==> src/hdl/tccw_pkg.sv <==
// Shared types and constants of the text console character writer.
package tccw_pkg;

	// Default attribute for clears and the character used for blank cells.
	localparam logic [7:0] DEFAULT_ATTR = 8'h07;
	localparam logic [7:0] BLANK_CHAR = 8'h20;

	// Depth of the queue between the front and the back.
	localparam int QUEUE_DEPTH = 4;

	// Command codes carried in tuser.
	localparam logic [1:0] CMD_PUT = 2'd0;
	localparam logic [1:0] CMD_CLEAR_DEF = 2'd1;
	localparam logic [1:0] CMD_CLEAR_CFG = 2'd2;
	localparam logic [1:0] CMD_READ = 2'd3;

	// Control characters.
	localparam logic [7:0] CH_BACKSPACE = 8'd8;
	localparam logic [7:0] CH_TAB = 8'd9;
	localparam logic [7:0] CH_NEWLINE = 8'd10;
	localparam logic [7:0] CH_RETURN = 8'd13;

	// Operation that the back carries out for one queued item.
	typedef enum logic [2:0] {
		OP_CHAR,
		OP_NEWLINE,
		OP_RETURN,
		OP_BACKSPACE,
		OP_TAB,
		OP_CLEAR,
		OP_READ
	} op_t;

	typedef struct packed {
		op_t         op;
		logic [7:0]  ch;
		logic        use_cfg;
		logic        in_range;
		logic [10:0] cell_addr;
	} item_t;

	// One result, last field in the lowest bits.
	typedef struct packed {
		logic [7:0]  cell_attr;
		logic [7:0]  cell_char;
		logic [10:0] cursor_pos;
		logic [4:0]  cursor_row;
		logic [6:0]  cursor_col;
	} result_t;

endpackage

==> src/hdl/tccw_front.sv <==
// Front of the console writer: accepts transactions, classifies them and queues them.
module tccw_front #(
	parameter int COLUMNS = 80,
	parameter int ROWS = 25
) (
	input  logic                  clk,
	input  logic                  arst_n,
	input  logic                  hold,
	input  logic                  s_tvalid,
	output logic                  s_tready,
	input  logic [23:0]           s_tdata,   // ch [7:0], cell_addr [18:8], zero [23:19]
	input  logic [1:0]            s_tuser,   // cmd [1:0]
	output logic                  q_valid,
	output tccw_pkg::item_t       q_item,
	input  logic                  q_pop
);

	localparam int CELLS = COLUMNS * ROWS;
	localparam int QD = tccw_pkg::QUEUE_DEPTH;
	localparam int QA = $clog2(QD);
	localparam int CNT_W = QA + 1;

	tccw_pkg::item_t item;
	tccw_pkg::item_t queue_q [QD];
	logic [QA-1:0]   wr_ptr_q;
	logic [QA-1:0]   rd_ptr_q;
	logic [CNT_W-1:0] count_q;
	logic            push;
	logic            pop;

	always_comb begin
		item.ch = s_tdata[7:0];
		item.cell_addr = s_tdata[18:8];
		item.use_cfg = 1'b0;
		item.in_range = 32'(s_tdata[18:8]) < 32'(CELLS);
		item.op = tccw_pkg::OP_CHAR;
		case (s_tuser)
			tccw_pkg::CMD_PUT: begin
				case (s_tdata[7:0])
					tccw_pkg::CH_BACKSPACE: item.op = tccw_pkg::OP_BACKSPACE;
					tccw_pkg::CH_TAB:       item.op = tccw_pkg::OP_TAB;
					tccw_pkg::CH_NEWLINE:   item.op = tccw_pkg::OP_NEWLINE;
					tccw_pkg::CH_RETURN:    item.op = tccw_pkg::OP_RETURN;
					default:                item.op = tccw_pkg::OP_CHAR;
				endcase
			end
			tccw_pkg::CMD_CLEAR_DEF: item.op = tccw_pkg::OP_CLEAR;
			tccw_pkg::CMD_CLEAR_CFG: begin
				item.op = tccw_pkg::OP_CLEAR;
				item.use_cfg = 1'b1;
			end
			tccw_pkg::CMD_READ: item.op = tccw_pkg::OP_READ;
			default: item.op = tccw_pkg::OP_CHAR;
		endcase
	end

	assign s_tready = !hold && (count_q != CNT_W'(QD));
	assign push = s_tvalid && s_tready;
	assign q_valid = count_q != '0;
	assign pop = q_pop && q_valid;
	assign q_item = queue_q[rd_ptr_q];

	always_ff @(posedge clk) begin
		if (push) begin
			queue_q[wr_ptr_q] <= item;
		end
	end

	always_ff @(posedge clk or negedge arst_n) begin
		if (!arst_n) begin
			wr_ptr_q <= '0;
			rd_ptr_q <= '0;
			count_q <= '0;
		end else begin
			if (push) begin
				wr_ptr_q <= wr_ptr_q + 1'b1;
			end
			if (pop) begin
				rd_ptr_q <= rd_ptr_q + 1'b1;
			end
			if (push && !pop) begin
				count_q <= count_q + 1'b1;
			end else if (pop && !push) begin
				count_q <= count_q - 1'b1;
			end
		end
	end

endmodule

==> config.mk <==
export PLATFORM = sky130hd
export DESIGN_NAME = tccw_front
export DESIGN_NICKNAME = d
export VERILOG_FILES = /design/src/hdl/tccw_pkg.sv /design/src/hdl/tccw_front.sv
export SDC_FILE = /design/constraint.sdc
export NUM_CORES = 1
export LEC_CHECK = 0
export ABC_AREA = 1
export ABC_CLOCK_PERIOD_IN_PS = 5140
export BUFFER_PORTS_ARGS = -buffer_cell sky130_fd_sc_hd__buf_4
export CORE_ASPECT_RATIO = 0.6
export CORE_MARGIN = 10
export CORE_UTILIZATION = 25
export CTS_CLUSTER_SIZE = 25
export DETAILED_ROUTE_END_ITERATION = 7
export GPL_TIMING_DRIVEN = 0
export PLACE_DENSITY = 0.42
export SLEW_MARGIN = 20
export SYNTH_ARGS = -nofsm -noshare
export SYNTH_HDL_FRONTEND = slang
export SYNTH_SLANG_ARGS = --single-unit
==> constraint.sdc <==
create_clock -name clk -period 5.14 [get_ports clk]
set_clock_uncertainty 0.05 [all_clocks]
set_input_delay 0.771 -clock clk [delete_from_list [all_inputs] [get_ports clk]]
set_output_delay 0.771 -clock clk [all_outputs]
set_load 0.005 [all_outputs]
# --- Word-level counts from Yosys, hierarchy flattened ---
# Memories as Yosys holds them, arrays and structs flattened.
# Index checks and enable logic that the tools add are counted.
word_totals:
  register_bits: 7
  mem_bits_rw: 96
  input_bits: 31
  out_inout_bits: 26
  wordCells: 36
  n_memories: 1
op_classes:
  n_addsub: 4
  magnitude_cmp: 1
  n_eq_ne: 8
  muxes: 7
  reduce_logical: 12
memory_table:
  columns: ["name", "words", "word_bits", "rd", "rd_clocked_by_memory_dff", "wr", "line", "text"]
  rows:
  - ["queue_q", 4, 24, 1, 0, 1, "tccw_front.sv:24", "tccw_pkg::item_t queue_q [QD];"]
op_table:
  columns: ["operator", "count"]
  rows:
  - ["equality test 8 x 4 -> 1 bit (second input constant)", 4]
  - ["one-hot mux 3 bit (4 select lines)", 1]
  - ["less-than comparator 11 bit (second input constant)", 1]
  - ["one-hot mux 3 bit (3 select lines)", 1]
  - ["2-to-1 mux 3 bit", 2]
  - ["logical AND 1 bit", 5]
  - ["adder 2 x 1 -> 2 bit (second input constant)", 2]
  - ["equality test 2 bit (second input constant)", 2]
  - ["adder 3 x 1 -> 3 bit (second input constant)", 1]
  - ["zero test 1 bit", 3]
  - ["2-to-1 mux 1 bit", 3]
  - ["!= test 3 bit (second input constant)", 1]
  - ["nonzero test 3 bit", 1]
  - ["subtractor 3 x 1 -> 3 bit (second input constant)", 1]
  - ["equality test 2 x 1 -> 1 bit (second input constant)", 1]
  - ["zero test 2 bit", 1]
  - ["nonzero test 2 bit", 1]
  - ["OR reduction 2 bit", 1]

# --- Depth between registers and ports, before layout ---
depth:
  word_depth: 7
  mapped_depth: 12
  ltp_nobuf: 12

# --- Worst setup path before layout ---
# No wires, ideal clock.
synth_path:
  path_kind: "input to register"
  startpoint: "input hold"
  endpoint: "memory queue_q[0][0] (netlist bit) (enable)"
  setup_ps: 405
  arrival_time_ps: 2032
  required_ps: 4685
  slack_ps: 2653
  cell_stages: 3
  path_buffers: 0
  cell_sequence: "inv_1 nand3_2 nor2_1"
synth_between:
  elab_chain_len: 5
synth_rtl:
  columns: ["element", "line", "text"]
  rows:
  - ["from (decl)", "tccw_front.sv:8", "input logic hold,"]
  - ["zero test 1 bit", "tccw_front.sv:57", "assign s_tready = !hold && (count_q != CNT_W'(QD));"]
  - ["logical AND 1 bit", "tccw_front.sv:57", null]
  - ["logical AND 1 bit", "tccw_front.sv:58", "assign push = s_tvalid && s_tready;"]
  - ["2-to-1 mux 1 bit", "tccw_front.sv:64", "if (push) begin"]
  - ["2-to-1 mux 1 bit (implied by the code)", "tccw_front.sv:65", "queue_q[wr_ptr_q] <= item;"]
  - ["to (decl)", "tccw_front.sv:24", null]
# Every way passes these cells.

==> impl_results.md <==
- Max Slew Vio Count: 0
- Input/output buffers: 51
- Sum Neg Setup Slack: 0 ps
- Final hold violations: 0
- CTS tree: built
- Pin slew with the least headroom to its limit: 597 ps
- Cts repair resizes: 0
- Clock sinks: 103
- Initial antenna violation count: 0
- Synthesized area: 4260 um^2
- DRT Pass-1 Iters: 4
- Die Span X: 189 um
- Postcts setup bufs: 0
- Status: completed
- Rows: 36
- CTS max path bufs: 2
- Yosys warnings: 0
- Via/cell ratio: 4.18
- Most frequent cells in the layout: edfxtp_1 (96), nor2_1 (78), buf_4 (54)
- CP max FO: 10
- Min-Delay Path Class: in2async
- Layout cells sized above 1: 23.2%
- Unrepaired setup endpoints after global routing: no
- Htree depth: 3
- First-pass GRT wire length: 15900 um
- Most common cell after layout, fill and taps aside: edfxtp_1
- Fin crit period: 2640 ps
- Vias in the first global route: 2713
- R2r setup slk: 3050 ps
- Die area: 22800 um^2
- Cell count after synthesis: 351
- Pin count of the biggest net entering global routing: 19
- Met1 WL: 5570 um
- Post-route antenna net violation count: 0
- Final worst slack: 2500 ps
- Max Clock Freq: 378 MHz
- CP Launch Type: flip-flop
- RD Place Congestion: 0.748
- Drt drc: 0
- Met3 Wirelength: 475 um
- Clock slew at reported path FFs: 70 ps
- Global-route usage over all layers: 9.24%
- Global route overflow: 0
- Tcrit/Tclk final: 51.4%
- Synth unique cells: 21
- Fill cells: 1667
- Die height: 121 um
- WP data arrival: 1820 ps
- Routed wl met2: 4320 um
- Number of synthesized register bits: 103
- Critical Path End Type: primary output
- Core ar.: 16500 um^2
- P_leak: 2.00 nW
- Ports: 57
- Setup Viol. Count Final: 0
- Area delta synth->final: 26.6%
- Clock Latency Late Sink: 340 ps
- Slew Limit Headroom: 59.8%
- R2R Path Start: count_q[0]
- Cts hold-fix bufs: 0
- Avg Cell Area, Syn: 12.1 um^2
- Pre-CTS WS: 2720 ps
- Cts bufs inserted: 9
- Critical path required time: 4320 ps
- Setup CP Type: reg2out
- Final nets: 457
- Total Wirelength: 10400 um
- Initial drt markers: 220
- HPWL after DPL: 7400 um
- Post-synthesis sequential area ratio: 71.8%
- Root Buffer: clkbuf_16
- Max-cap violation count: 0
- Routed len/inst: 16.1 um
- PwrDens: 529 nW/um^2
- Routed via count: 2717
- DR top layer: met4
- Initial cell density of the core: 25.8%
- Reg2reg end: count_q[1]
- Minimum hold slack: 181 ps
- Syn Nets: 391
- Antenna cells: 0
- R2R depth: 9
- Peak supply drop: 0.186 mV
[cells in the mapped netlist]
cell type,n,share of area [%]
ha_1,8,2.4
o21ai_0,40,4.7
a21oi_1,1,0.12
o21ai_1,30,3.5
buf_4,3,0.53
inv_2,2,0.18
inv_1,19,1.7
nor2_2,2,0.29
nand4_1,4,0.59
nand3_2,1,0.24
nand2_1,33,2.9
buf_6,3,0.79
fa_1,1,0.47
nand3_1,4,0.47
clkbuf_1,2,0.18
dfrtp_1,7,4.1
edfxtp_1,96,68
nor2_1,82,7.2
buf_2,8,0.94
o21ai_2,4,0.82
xnor2_1,1,0.21
[registers in the layout, indices dropped and copies added, names as in the netlist]
| name | count |
|---|---|
| rd_ptr_q | 2 |
| wr_ptr_q | 2 |
| count_q | 3 |
| queue_q | 96 |
[kinds of logic (layout without fill, tap and decap cells)]
kind of cell | Yosys count | after routing | share of synthesized area, %
AOI/OAI and AO/OA | 75 | 75 | 9.17
xor gates and xnor gates | 1 | 1 | 0.206
adders and majority gates | 9 | 9 | 2.82
buffers and inverters | 37 | 108 | 4.29
DFF | 103 | 103 | 71.8
and+or+nand+nor | 126 | 126 | 11.7
[routing by layer]
layer / vias up / global-route usage (%)
li1: 1349 / -
met1: 1298 / 12.8
met2: 60 / 13.6
met3: 10 / 3.04
met4: 0 / 2.22
met5: - / 0
[worst max-delay path, cell delays in order, from the launching register on]
cell,delay [ps]
dfrtp_1,400
inv_2,90
clkbuf_1,420
o21ai_0,180
o21ai_1,230
buf_4,160
[cell type report]
class	instances	area (um^2)	share of cell area, %
clock inverter	7	101	1.88
inverter	21	78.8	1.46
multi-input combinational	211	1050	19.4
buffer	16	104	1.93
tap	228	285	5.29
sequential	103	3060	56.7
timing repair buffer	55	493	9.14
clock buffer	9	225	4.18
[per-stage QoR]
step                power (W)  cell area (um^2)  util [%]  cells
floorplan             0.00163              4260         -    351
global placement      0.00212              4930      29.9    630
detailed placement    0.00216              5070      30.7    634
CTS                   0.00291              5390      32.7    650
global route          0.00305              5390      32.7    650
finish                0.00285              5390      32.7    650
[worst max-delay path by stage]
stage | from | to | cells after the start | slack (ps)
final | rd_ptr_q[1] | q_item[8] | 5 | 2500
after global routing | rd_ptr_q[1] | q_item[12] | 5 | 2300
after detailed placement | hold | count_q[2] | 11 | 2720
after global placement | hold | queue_q[0][7] | 4 | 1460
after CTS | rd_ptr_q[1] | q_item[12] | 5 | 2450
after floorplan | hold | queue_q[0][0] | 3 | 2650
[where the power goes]
| group | leakage [nW] | internal, W | switching (W) |
|---|---|---|---|
| combinational | 0.887 | 0.000433 | 0.000622 |
| clock | 0.153 | 0.000432 | 0.000304 |
| sequential | 0.955 | 0.00103 | 0.0000380 |
(Power assumes the default switching activity.)
